<file path="src/rtl/usbep_pkg.sv">
// ----------------------------------------------------------------------------
// usbep_pkg
// Shared types and constants for the endpoint-zero control transfer engine.
// ----------------------------------------------------------------------------
`default_nettype none

package usbep_pkg;

  localparam int NUM_ENDPOINTS_DEF = 12;
  localparam int BUFFER_BYTES_DEF  = 64;
  // number of endpoints the 4-bit index field can address
  localparam int MAX_ENDPOINTS     = 16;

  localparam logic [15:0] CFG_LEN_RESET  = 16'd9;
  localparam logic [15:0] DEV_DESC_LEN   = 16'd18;
  localparam logic [15:0] DESC_TYPE_MASK = 16'hff00;
  localparam logic [15:0] DESC_DEVICE    = 16'h0100;
  localparam logic [15:0] DESC_CONFIG    = 16'h0200;
  localparam logic [15:0] STATUS_LEN     = 16'd2;
  localparam logic [15:0] CONFIG_LEN     = 16'd1;
  localparam logic [15:0] IFACE_LEN      = 16'd1;
  localparam logic [15:0] SYNCH_LEN      = 16'd2;
  localparam logic [6:0]  SETUP_BYTES    = 7'd8;
  localparam logic [6:0]  ADDR_MASK      = 7'h7f;

  localparam logic [15:0] FEAT_HALT        = 16'd0;
  localparam logic [15:0] FEAT_REMOTE_WAKE = 16'd1;

  localparam logic [4:0] RCPT_DEVICE   = 5'd0;
  localparam logic [4:0] RCPT_ENDPOINT = 5'd2;

  localparam logic [7:0] REQ_GET_STATUS        = 8'd0;
  localparam logic [7:0] REQ_CLEAR_FEATURE     = 8'd1;
  localparam logic [7:0] REQ_SET_FEATURE       = 8'd3;
  localparam logic [7:0] REQ_SET_ADDRESS       = 8'd5;
  localparam logic [7:0] REQ_GET_DESCRIPTOR    = 8'd6;
  localparam logic [7:0] REQ_GET_CONFIGURATION = 8'd8;
  localparam logic [7:0] REQ_SET_CONFIGURATION = 8'd9;
  localparam logic [7:0] REQ_GET_INTERFACE     = 8'd10;
  localparam logic [7:0] REQ_SET_INTERFACE     = 8'd11;
  localparam logic [7:0] REQ_SYNCH_FRAME       = 8'd12;

  typedef enum logic [1:0] {
    OP_SETUP      = 2'd0,
    OP_OUT        = 2'd1,
    OP_IN_DONE    = 2'd2,
    OP_LINK_RESET = 2'd3
  } op_e;

  typedef enum logic [1:0] {
    SRC_NONE    = 2'd0,
    SRC_DEV_ROM = 2'd1,
    SRC_CFG     = 2'd2,
    SRC_WORD    = 2'd3
  } src_e;

  typedef enum logic [2:0] {
    ST_IDLE         = 3'd0,
    ST_WAIT_IN      = 3'd1,
    ST_STAT_OUT     = 3'd2,
    ST_STAT_IN      = 3'd3,
    ST_ADDR_STAT_IN = 3'd4
  } stage_e;

  typedef struct packed {
    op_e         op;
    logic [4:0]  buffer_id;
    logic [6:0]  packet_size;
    logic [7:0]  request_type;
    logic [7:0]  request_code;
    logic [15:0] request_value;
    logic [15:0] request_index;
    logic [15:0] request_length;
  } item_t;

  typedef struct packed {
    logic        send;
    logic [4:0]  send_buffer;
    logic [15:0] send_length;
    src_e        send_source;
    logic [15:0] reply_word;
    logic        stall_res;
    logic        address_valid;
    logic [6:0]  device_address;
    logic        halt_write;
    logic [3:0]  halt_endpoint;
    logic        halt_value;
    logic        remote_wake_enabled;
  } result_t;

  // halt is zero-padded up to MAX_ENDPOINTS
  typedef struct packed {
    stage_e                   stage;
    logic [6:0]               pending_address;
    logic [7:0]               configuration_value;
    logic                     remote_wake;
    logic [MAX_ENDPOINTS-1:0] halt;
  } state_t;

  function automatic logic [15:0] min16(input logic [15:0] a, input logic [15:0] b);
    return (a < b) ? a : b;
  endfunction

endpackage

`default_nettype wire

</file>
<file path="src/rtl/usbep_decode.sv">
// ----------------------------------------------------------------------------
// usbep_decode
// Single-pass event decode: builds one result and the next control state.
// ----------------------------------------------------------------------------
`default_nettype none

module usbep_decode import usbep_pkg::*; #(
  parameter int NUM_ENDPOINTS = NUM_ENDPOINTS_DEF,
  parameter int BUFFER_BYTES  = BUFFER_BYTES_DEF
) (
  input  item_t       item_i,
  input  state_t      st_i,
  input  logic [15:0] cfg_len_i,
  output result_t     res_o,
  output state_t      st_o
);

  logic [6:0]  size;
  logic [3:0]  ep;
  logic        ep_ok;
  logic        is_setup;
  logic        stall;
  logic        setup_err;
  logic        feat_val;
  logic [15:0] wlen;
  logic [15:0] desc_type;

  always_comb begin
    size = (item_i.packet_size > 7'(BUFFER_BYTES)) ? 7'(BUFFER_BYTES) : item_i.packet_size;
    ep        = item_i.request_index[3:0];
    ep_ok     = {1'b0, ep} < 5'(NUM_ENDPOINTS);
    is_setup  = (item_i.op == OP_SETUP);
    wlen      = item_i.request_length;
    desc_type = item_i.request_value & DESC_TYPE_MASK;
    feat_val  = (item_i.request_code == REQ_SET_FEATURE);
  end

  always_comb begin
    res_o     = '0;
    st_o      = st_i;
    stall     = 1'b0;
    setup_err = 1'b0;
    case (item_i.op)
      OP_SETUP, OP_OUT: begin
        if (st_i.stage == ST_IDLE) begin
          if (is_setup && size == SETUP_BYTES) begin
            res_o.send        = 1'b1;
            res_o.send_buffer = item_i.buffer_id;
            case (item_i.request_code)
              REQ_GET_DESCRIPTOR: begin
                if (desc_type == DESC_DEVICE) begin
                  res_o.send_length = min16(DEV_DESC_LEN, wlen);
                  res_o.send_source = SRC_DEV_ROM;
                  st_o.stage        = ST_WAIT_IN;
                end else if (desc_type == DESC_CONFIG) begin
                  res_o.send_length = min16(cfg_len_i, wlen);
                  res_o.send_source = SRC_CFG;
                  st_o.stage        = ST_WAIT_IN;
                end else begin
                  setup_err = 1'b1;
                end
              end
              REQ_SET_ADDRESS: begin
                st_o.pending_address = item_i.request_value[6:0] & ADDR_MASK;
                st_o.stage           = ST_ADDR_STAT_IN;
              end
              REQ_SET_CONFIGURATION: begin
                st_o.configuration_value = item_i.request_value[7:0];
                st_o.stage               = ST_STAT_IN;
              end
              REQ_GET_CONFIGURATION: begin
                res_o.send_length = min16(CONFIG_LEN, wlen);
                res_o.send_source = SRC_WORD;
                res_o.reply_word  = {8'h00, st_i.configuration_value};
                st_o.stage        = ST_WAIT_IN;
              end
              REQ_SET_FEATURE, REQ_CLEAR_FEATURE: begin
                if (item_i.request_value == FEAT_HALT) begin
                  if (ep_ok) begin
                    st_o.halt[ep]       = feat_val;
                    res_o.halt_write    = 1'b1;
                    res_o.halt_endpoint = ep;
                    res_o.halt_value    = feat_val;
                  end
                end else if (item_i.request_value == FEAT_REMOTE_WAKE) begin
                  st_o.remote_wake = feat_val;
                end
                st_o.stage = ST_STAT_IN;
              end
              REQ_GET_STATUS: begin
                res_o.send_length = min16(STATUS_LEN, wlen);
                res_o.send_source = SRC_WORD;
                if (item_i.request_type[4:0] == RCPT_DEVICE) begin
                  res_o.reply_word = {14'd0, st_i.remote_wake, 1'b1};
                end else if (item_i.request_type[4:0] == RCPT_ENDPOINT) begin
                  res_o.reply_word = {15'd0, st_i.halt[ep]};
                end
                st_o.stage = ST_WAIT_IN;
              end
              REQ_SET_INTERFACE: begin
                st_o.stage = ST_STAT_IN;
              end
              REQ_GET_INTERFACE: begin
                res_o.send_length = min16(IFACE_LEN, wlen);
                res_o.send_source = SRC_WORD;
                st_o.stage        = ST_WAIT_IN;
              end
              REQ_SYNCH_FRAME: begin
                res_o.send_length = min16(SYNCH_LEN, wlen);
                res_o.send_source = SRC_WORD;
                st_o.stage        = ST_WAIT_IN;
              end
              default: begin
                setup_err = 1'b1;
              end
            endcase
            stall = setup_err;
          end else begin
            stall = 1'b1;
          end
        end else if (st_i.stage == ST_STAT_OUT && !is_setup && size == 7'd0) begin
          st_o.stage = ST_IDLE;
        end else begin
          stall = 1'b1;
        end
        // drop whatever was decoded, release the buffer and stall
        if (stall) begin
          res_o             = '0;
          st_o              = st_i;
          res_o.send_buffer = item_i.buffer_id;
          res_o.stall_res   = 1'b1;
          st_o.stage        = ST_IDLE;
        end
      end
      OP_IN_DONE: begin
        case (st_i.stage)
          ST_ADDR_STAT_IN: begin
            res_o.address_valid  = 1'b1;
            res_o.device_address = st_i.pending_address;
            st_o.stage           = ST_IDLE;
          end
          ST_STAT_IN: st_o.stage = ST_IDLE;
          ST_WAIT_IN: st_o.stage = ST_STAT_OUT;
          default:    st_o.stage = st_i.stage;
        endcase
      end
      default: begin
        st_o.stage = ST_IDLE;
      end
    endcase
    res_o.remote_wake_enabled = st_o.remote_wake;
  end

endmodule

`default_nettype wire

</file>
<file path="src/rtl/usbep_state.sv">
// ----------------------------------------------------------------------------
// usbep_state
// Control state registers: stage, pending address, configuration value,
// remote wake enable and per-endpoint halt bits.
// ----------------------------------------------------------------------------
`default_nettype none

module usbep_state import usbep_pkg::*; #(
  parameter int NUM_ENDPOINTS = NUM_ENDPOINTS_DEF
) (
  input  logic   clk_i,
  input  logic   rst_ni,
  input  logic   upd_i,
  input  state_t st_d_i,
  output state_t st_o
);

  stage_e                   stage_q;
  logic [6:0]               pending_address_q;
  logic [7:0]               configuration_value_q;
  logic                     remote_wake_q;
  logic [NUM_ENDPOINTS-1:0] halt_q;

  always_ff @(posedge clk_i or negedge rst_ni) begin
    if (!rst_ni) begin
      stage_q               <= ST_IDLE;
      pending_address_q     <= '0;
      configuration_value_q <= '0;
      remote_wake_q         <= 1'b0;
      halt_q                <= '0;
    end else if (upd_i) begin
      stage_q               <= st_d_i.stage;
      pending_address_q     <= st_d_i.pending_address;
      configuration_value_q <= st_d_i.configuration_value;
      remote_wake_q         <= st_d_i.remote_wake;
      halt_q                <= st_d_i.halt[NUM_ENDPOINTS-1:0];
    end
  end

  always_comb begin
    st_o.stage               = stage_q;
    st_o.pending_address     = pending_address_q;
    st_o.configuration_value = configuration_value_q;
    st_o.remote_wake         = remote_wake_q;
    st_o.halt                = MAX_ENDPOINTS'(halt_q);
  end

endmodule

`default_nettype wire

</file>
<file path="src/rtl/usb_control_endpoint_fsm_core.sv">
// ----------------------------------------------------------------------------
// usb_control_endpoint_fsm_core
// Endpoint-zero control transfer engine for standard USB requests.
// ----------------------------------------------------------------------------
// Each event transaction yields exactly one result transaction. An accepted
// event lands in an input register, is decoded in one pass against the
// control state and written to the result register, where out_valid_o
// rises and the result waits until it is taken; one event per cycle is
// sustained while the result side keeps taking transactions.
// Throughput is set by the input and result registers; the input register
// lets a new event be taken while a finished result still waits. The
// configuration descriptor length register is written through its own
// channel, which is always ready.
// ----------------------------------------------------------------------------
`default_nettype none

module usb_control_endpoint_fsm_core import usbep_pkg::*; #(
  parameter int NUM_ENDPOINTS = NUM_ENDPOINTS_DEF,
  parameter int BUFFER_BYTES  = BUFFER_BYTES_DEF
) (
  input  logic        clk_i,
  input  logic        rst_ni,

  input  logic        cfg_valid_i,
  output logic        cfg_ready_o,
  input  logic [15:0] cfg_data_i,

  input  logic        in_valid_i,
  output logic        in_ready_o,
  input  logic [1:0]  op_i,
  input  logic [4:0]  buffer_id_i,
  input  logic [6:0]  packet_size_i,
  input  logic [7:0]  request_type_i,
  input  logic [7:0]  request_code_i,
  input  logic [15:0] request_value_i,
  input  logic [15:0] request_index_i,
  input  logic [15:0] request_length_i,

  output logic        out_valid_o,
  input  logic        out_ready_i,
  output logic        send_o,
  output logic [4:0]  send_buffer_o,
  output logic [15:0] send_length_o,
  output logic [1:0]  send_source_o,
  output logic [15:0] reply_word_o,
  output logic        stall_res_o,
  output logic        address_valid_o,
  output logic [6:0]  device_address_o,
  output logic        halt_write_o,
  output logic [3:0]  halt_endpoint_o,
  output logic        halt_value_o,
  output logic        remote_wake_enabled_o
);

  logic [15:0] cfg_len_q;
  logic        in_valid_q, in_valid_d;
  item_t       in_q;
  logic        out_valid_q, out_valid_d;
  result_t     out_q;
  logic        advance;
  logic        in_accept;
  result_t     res_d;
  state_t      st_q;
  state_t      st_d;

  assign cfg_ready_o = 1'b1;

  always_ff @(posedge clk_i or negedge rst_ni) begin
    if (!rst_ni) begin
      cfg_len_q <= CFG_LEN_RESET;
    end else if (cfg_valid_i) begin
      cfg_len_q <= cfg_data_i;
    end
  end

  // advance the decode stage whenever an event is held and the result register is free or draining
  assign advance    = in_valid_q && (!out_valid_q || out_ready_i);
  assign in_ready_o = !in_valid_q || advance;
  assign in_accept  = in_valid_i && in_ready_o;

  always_comb begin
    in_valid_d  = in_accept ? 1'b1 : (advance ? 1'b0 : in_valid_q);
    out_valid_d = advance ? 1'b1 : (out_ready_i ? 1'b0 : out_valid_q);
  end

  always_ff @(posedge clk_i or negedge rst_ni) begin
    if (!rst_ni) begin
      in_valid_q  <= 1'b0;
      out_valid_q <= 1'b0;
    end else begin
      in_valid_q  <= in_valid_d;
      out_valid_q <= out_valid_d;
    end
  end

  always_ff @(posedge clk_i) begin
    if (in_accept) begin
      in_q.op             <= op_e'(op_i);
      in_q.buffer_id      <= buffer_id_i;
      in_q.packet_size    <= packet_size_i;
      in_q.request_type   <= request_type_i;
      in_q.request_code   <= request_code_i;
      in_q.request_value  <= request_value_i;
      in_q.request_index  <= request_index_i;
      in_q.request_length <= request_length_i;
    end
    if (advance) begin
      out_q <= res_d;
    end
  end

  usbep_decode #(
    .NUM_ENDPOINTS (NUM_ENDPOINTS),
    .BUFFER_BYTES  (BUFFER_BYTES)
  ) u_decode (
    .item_i    (in_q),
    .st_i      (st_q),
    .cfg_len_i (cfg_len_q),
    .res_o     (res_d),
    .st_o      (st_d)
  );

  usbep_state #(
    .NUM_ENDPOINTS (NUM_ENDPOINTS)
  ) u_state (
    .clk_i  (clk_i),
    .rst_ni (rst_ni),
    .upd_i  (advance),
    .st_d_i (st_d),
    .st_o   (st_q)
  );

  assign out_valid_o           = out_valid_q;
  assign send_o                = out_q.send;
  assign send_buffer_o         = out_q.send_buffer;
  assign send_length_o         = out_q.send_length;
  assign send_source_o         = out_q.send_source;
  assign reply_word_o          = out_q.reply_word;
  assign stall_res_o           = out_q.stall_res;
  assign address_valid_o       = out_q.address_valid;
  assign device_address_o      = out_q.device_address;
  assign halt_write_o          = out_q.halt_write;
  assign halt_endpoint_o       = out_q.halt_endpoint;
  assign halt_value_o          = out_q.halt_value;
  assign remote_wake_enabled_o = out_q.remote_wake_enabled;

  a_stall_no_send: assert property (@(posedge clk_i) disable iff (!rst_ni)
    out_valid_o |-> !(send_o && stall_res_o))
    else $error("stall result also queues a reply");

  a_addr_quiet: assert property (@(posedge clk_i) disable iff (!rst_ni)
    out_valid_o && address_valid_o |-> !send_o && !stall_res_o)
    else $error("address update combined with a packet");

  a_halt_acked: assert property (@(posedge clk_i) disable iff (!rst_ni)
    out_valid_o && halt_write_o |-> send_o)
    else $error("halt write without status reply");

  a_stall_idle: assert property (@(posedge clk_i) disable iff (!rst_ni)
    advance && res_d.stall_res |=> st_q.stage == ST_IDLE)
    else $error("stage not idle after a stall");

  a_halt_range: assert property (@(posedge clk_i) disable iff (!rst_ni)
    advance && res_d.halt_write |-> {1'b0, res_d.halt_endpoint} < 5'(NUM_ENDPOINTS))
    else $error("halt write to a missing endpoint");

endmodule

`default_nettype wire
</file>
<file path="config.mk">
export PLATFORM = sky130hd
export DESIGN_NAME = usb_control_endpoint_fsm_core
export DESIGN_NICKNAME = d
export VERILOG_FILES = /design/src/rtl/usbep_pkg.sv /design/src/rtl/usbep_decode.sv /design/src/rtl/usbep_state.sv /design/src/rtl/usb_control_endpoint_fsm_core.sv
export SDC_FILE = /design/constraint.sdc
export NUM_CORES = 1
export LEC_CHECK = 0
export ABC_AREA = 1
export BUFFER_PORTS_ARGS = -buffer_cell sky130_fd_sc_hd__buf_2
export CORE_UTILIZATION = 45
export DETAILED_ROUTE_END_ITERATION = 7
export HOLD_SLACK_MARGIN = 0.15
export PLACE_DENSITY_LB_ADDON = 0.1
export SYNTH_ARGS = -nofsm -noshare
export SYNTH_HDL_FRONTEND = slang
export SYNTH_SLANG_ARGS = --single-unit
</file>
<file path="constraint.sdc">
create_clock -name clk_i -period 3.1 [get_ports clk_i]
set_input_delay 0.31 -clock clk_i [delete_from_list [all_inputs] [get_ports clk_i]]
set_output_delay 0.31 -clock clk_i [all_outputs]
set_load 0.01 [all_outputs]
</file>
Word level (Yosys, flattened, before mapping)
Index checks and enable logic that the tools add are counted.
Operators by class
  muxes and demuxes: 55
  reduce and logical (&&, ||, !) cells: 35
  equal/unequal tests: 25
  bitwise logic cells: 7
  order comparisons: 8
Operators by type and width (number)
  16-bit 2-to-1 mux: 6
  35-bit 2-to-1 mux: 2
  55-bit 2-to-1 mux: 1
  18-bit case mux with 3 select lines: 1
  8-bit by 4-bit == test with 1-bit output, second input constant: 5
  40-bit 2-to-1 mux: 1
  39-bit 2-to-1 mux: 1
  18-bit 2-to-1 mux: 2
  17-bit 2-to-1 mux: 2
  32-bit 2-to-1 mux: 1
  8-bit case mux with 2 select lines: 2
  6-bit 2-to-1 mux: 5
  6-bit AND reduction: 3
  16-bit bitwise mux: 1
  16-bit by 1-bit == test with 1-bit output, second input constant: 1
  8-bit by 1-bit == test with 1-bit output, second input constant: 2
  8-bit by 2-bit == test with 1-bit output, second input constant: 2
  8-bit by 3-bit == test with 1-bit output, second input constant: 2
  16-bit zero test: 1
  1-bit by 16-bit < comparator with 1-bit output, first input constant: 1
  16-bit < comparator: 1
  2-bit by 16-bit < comparator with 1-bit output, first input constant: 1
  5-bit by 16-bit < comparator with 1-bit output, first input constant: 1
  8-bit 2-to-1 mux: 2
  other kinds (42): 83
Word-level totals
  input bits: 99
  output and inout bits: 59
  register bits after elaboration: 168

Longest topological paths before layout
  depth after elaboration: 12
  mapped depth: 15
  mapped depth without buffers: 15

Modules after synthesis
Synthesis repeated with hierarchy kept, for this count alone.
Unflattened totals
  cells, all modules: 897
  area total of the unflattened synthesis: 8662.1 um^2
Modules (own cells, without submodules)
  usb_control_endpoint_fsm_core: instances 1, area an instance 4777.1 um^2, cells each 215, seq. area each 4476.8 um^2
  usbep_decode: instances 1, area an instance 2685.1 um^2, cells each 545, seq. area each 0.0 um^2
  usbep_state: instances 1, area an instance 1199.9 um^2, cells each 137, seq. area each 775.7 um^2

Least setup slack after synthesis
OpenSTA, ideal clock, no wires.
  kind: register to register
  start: register out_valid_q, in the netlist out_valid_o
  end: register u_state.pending_address_q[0]
  stages on the path, launching flop included: 8
  buffers on the path: 1
  period minus slack after synthesis: 2.603 ns
  data arrival time: 2.484 ns
  setup slack: 0.497 ns
  cell sequence: dfrtp_1 nand2_1 nand2_1 inv_1 nand2_1 clkbuf_1 o21ai_0 inv_1
Between the ends
  cells in the longest elaborated chain, start to end: 4
RTL lines
  start, declared: RTL line usb_control_endpoint_fsm_core.sv:58  | logic out_valid_q, out_valid_d;
  start signal, assigned: RTL line usb_control_endpoint_fsm_core.sv:92  | out_valid_q <= out_valid_d;
  1-bit zero test: RTL line usb_control_endpoint_fsm_core.sv:77  | assign advance = in_valid_q && (!out_valid_q || out_ready_i);
  1-bit logical OR: RTL line usb_control_endpoint_fsm_core.sv:77
  1-bit logical AND: RTL line usb_control_endpoint_fsm_core.sv:77
  net advance: RTL line usb_control_endpoint_fsm_core.sv:60  | logic advance;
  6-bit AND reduction (no line)
  end signal, assigned: RTL line usbep_state.sv:33  | pending_address_q <= st_d_i.pending_address;
  end, declared: RTL line usbep_state.sv:19  | logic [6:0] pending_address_q;
The timed path passes the listed nets, and every way through them passes these cells.
A chain may end at the register's enable or synchronous reset.

Worst setup path after layout
  start: register in_q[53] in the netlist's numbering
  end: register out_q (netlist bit send_length_o[1]), data pin
Between the ends
  cells in the longest elaborated chain, start to end: 7
  elaborated cells on any way between the ends: 19
  those cells by class: 9 x eq/ne; 5 x mux; 5 x reduce/logical
RTL lines
  start, declared: RTL line usb_control_endpoint_fsm_core.sv:57  | item_t in_q;
  8-bit by 3-bit == test with 1-bit output (tied with other cells): RTL line usbep_decode.sv:49  | case (item_i.request_code)
  9-bit OR reduction (no line)
  1-bit case mux with 2 select lines: RTL line usbep_decode.sv:49
  1-bit 2-to-1 mux: RTL line usbep_decode.sv:46  | if (is_setup && size == SETUP_BYTES) begin
  1-bit 2-to-1 mux: RTL line usbep_decode.sv:45  | if (st_i.stage == ST_IDLE) begin
  1-bit 2-to-1 mux: RTL line usbep_decode.sv:43  | case (item_i.op)
  4-bit OR reduction (no line)
  end signal, assigned: RTL line usb_control_endpoint_fsm_core.sv:108  | out_q <= res_d;
  end, declared: RTL line usb_control_endpoint_fsm_core.sv:59  | result_t out_q;
Several ways; a longest one is shown, not always the timed one. The select of a mux whose other input is x is not followed.

==> run_results.csv <==
group,metric,value,unit
floorplan,die_x,128,µm
power,vdd_drop_max,0.000395,V
setup_path,cp-end-kind,"register",
sta,post-route-period-util,0.762,
yosys,synth_edf_count,111,
grt,grt_start_max_net_pins,28,
power,leakage,4.17,nW
place,place_inst,1016,
floorplan,fp.dieH,128,µm
grt,grt_pass1_vias,5405,
cells_and_area,drive_above_1_share,0.233,
clocking,cts.repair.resized,0,
run,cap_viol_max_count,0,
clocking,clockBufferDepth,2,
yosys,yosys_warnings,0,
floorplan,die_area,0.0165,mm²
clocking,clock_sinks,160,
clocking,clk_latency,0.43,ns
yosys,async_reset_ff_frac,0.306,
sta,setup_viol,0,
routing,first_pass_iters,5,
floorplan,row_count,45,
yosys,yosys-top-cells-area,"edfxtp_1 46%, dfrtp_1 16%, nand2_1 7.0%",
setup_path,setup.worst_path.class,"reg2reg",
run_status,status,"finished clean",
sta,min_period,2.36,ns
sta,fmax,0.423,GHz
cells_and_area,stdcell_count,1129,
routing,wl,16.0,mm
grt,grt_pass1_wl,25.8,mm
yosys,ys_ff_latch,160,
yosys,syn_inst,679,
power,cellPowerDensity,551,mW/mm²
clocking,htree_levels,4,
cells_and_area,fillers,1347,
sta,hold_viol,0,
clocking,cts_buffers,17,
sta,fin_skew,0.00803,ns
clocking,cts_tree,"built",
yosys,synth_top_area_frac,0.463,
routing,vias_per_cell,4.79,
cells_and_area,antenna_cells,0,
yosys,netlist_area,0.00719,mm²
place,gp_congestion,0.844,
sta,rsz0062_at_grt,"false",
routing,antenna_left,0,
sta,maxSlewHeadroom,0.544,
routing,detail_route.wl_per_cell,14.1,µm
yosys,synth_cell_types,39,
sta,report.final.slew_viol_count,0,
routing,drcViolationCount,0,
cells_and_area,multi_input_area,0.00212,mm²
floorplan,coreArea,0.0154,mm²
cells_and_area,most-common-layout-cells,"135 x nand2_1, 133 x buf_2, 111 x edfxtp_1",
cells_and_area,seq_area,0.00456,mm²
place,port_buffers,133,
clocking,clk_pin_slew_worst_paths,0.06,ns
cells_and_area,layout_commonest_cell,"nand2_1",
setup_path,cp.arrival,2.55,ns
grt,antenna_found_initial,0,
grt,gr-total-overflow,0,
setup_path,critPathLaunchType,"register",
clocking,cts_root_buffer,"clkbuf_16",
sta,setup-tns-final,0,ns
place,dp_hpwl,11.0,mm
routing,vias,5406,
grt,track_usage,0.209,
sta,tightest_slew,0.685,ns
floorplan,io-pin-count,158,
floorplan,initial_core_util,0.466,
yosys,ys_seq_area_frac,0.634,
cells_and_area,area_growth,31.3,%
yosys,synth_top_area_cell,"edfxtp_1",
yosys,ys.flop_type,"edfxtp_1",
setup_path,required,3.29,ns
yosys,syn_area_per_cell,10.6,µm²
hold_path,hold_path_class,"in2reg",
cells_and_area,fin_nets,1019,
routing,drt_iter0_markers,344,
setup_path,critPathMaxFanout,15,
[stage by stage]
step                hold WS [ns]  worst slack [ns]  area [µm²]  power, mW   util
floorplan                 0.0144             0.497        7220       2.87      -
global placement           0.390             0.760        8050       3.08  0.522
detailed placement         0.383             0.732        8050       3.10  0.522
CTS                        0.156             0.726        9450       5.25  0.612
global route               0.156             0.486        9450       5.41  0.612
finish                     0.162             0.737        9450       5.20  0.612
[cell usage after synthesis, types with 2 or more instances]
library cell / n
edfxtp_1: 111
nor3_1: 14
nor4_1: 3
clkbuf_1: 6
buf_6: 4
nand3_1: 25
nand2_2: 5
ha_1: 15
a21oi_1: 20
o21ai_1: 9
inv_2: 2
conb_1: 2
nand2_1: 135
nor2_2: 8
dfrtp_1: 47
buf_4: 9
inv_1: 102
dfstp_2: 2
o21ai_0: 39
nor2_1: 63
nand3_4: 2
nor3_2: 6
o221ai_1: 2
nand4_1: 17
mux2_2: 15
a22oi_1: 2
nand3_2: 2
[registers in the layout (all words and copies together), names as in the netlist, 2 cells and up, named ones only]
register,count
reply_word_o,8
cfg_len_q,16
send_source_o,2
u_state.configuration_value_q,8
send_length_o,16
in_q,63
u_state.stage_q,3
u_state.pending_address_q,7
halt_endpoint_o,4
send_buffer_o,5
device_address_o,7
[what timing repair did]
item	CTS	global route
hold buffers	81	0
endpoints found under the hold margin	105	0
setup buffers	0	0
setup endpoints to repair	0	0
[layer usage]
layer  vias up  global-route usage  wire length, µm  share of wire
li1       2701                   -                -              -
met1      2548               0.248             6770           0.42
met2       142               0.371             8360           0.52
met3        15              0.0511              627          0.039
met4         0              0.0720              197          0.012
met5         -                   0                0              0
[path summary, 6_finish.rpt]
| kind | endpoint | startpoint | cells after the start | slack (ns) |
|---|---|---|---|---|
| min | cfg_len_q[1]$_DFFE_PN0P_ | cfg_data_i[1] | 2 | 0.16 |
| max | send_length_o[1]$_SDFFCE_PP0P_ | in_q[53]$_DFFE_PP_ | 12 | 0.74 |
| max reg2reg | send_length_o[1]$_SDFFCE_PP0P_ | in_q[53]$_DFFE_PP_ | 12 | 0.74 |
| min reg2reg | u_state.configuration_value_q[1]$_DFFE_PN0P_ | u_state.configuration_value_q[1]$_DFFE_PN0P_ | 2 | 0.50 |
| max in group asynchronous | cfg_len_q[3]$_DFFE_PN1P_ | rst_ni | 3 | 1.78 |
| min in group asynchronous | cfg_len_q[11]$_DFFE_PN0P_ | rst_ni | 2 | 0.47 |
[where the power goes]
group | switching [mW] | internal, mW
Combinational | 0.330 | 0.238
Clock | 0.818 | 1.26
Sequential | 0.0730 | 2.48
[critical path, stage by stage (launching register included)]
cell and delay [ns]:
edfxtp_1 0.37, nor2_2 0.15, nand2_2 0.13, nor2_1 0.13
nand2_2 0.15, nor2_1 0.22, nor2_4 0.06, nand2_2 0.23
inv_2 0.11, nand2_2 0.33, inv_1 0.10, nand2_1 0.09
inv_1 0.04
[cell type report]
cell class,count,share of cell area
Sequential cell,160,0.483
Multi-Input combinational cell,401,0.225
Timing Repair Buffer,220,0.161
Clock buffer,21,0.0466
Inverter,105,0.0419
Tap cell,211,0.0280
Clock inverter,11,0.0148
[kinds of logic (layout without fill, tap and decap cells)]
family	Yosys count	after routing	synth area share
muxes	15	15	0.0235
other	2	9	0.00104
buffers and inverters	125	357	0.0744
AOI/OAI and AO/OA	78	78	0.0584
DFF	160	160	0.634
and+or+nand+nor	284	284	0.182
adders and majority gates	15	15	0.0261
No activity file was read; power rests on OpenSTA's default activity.
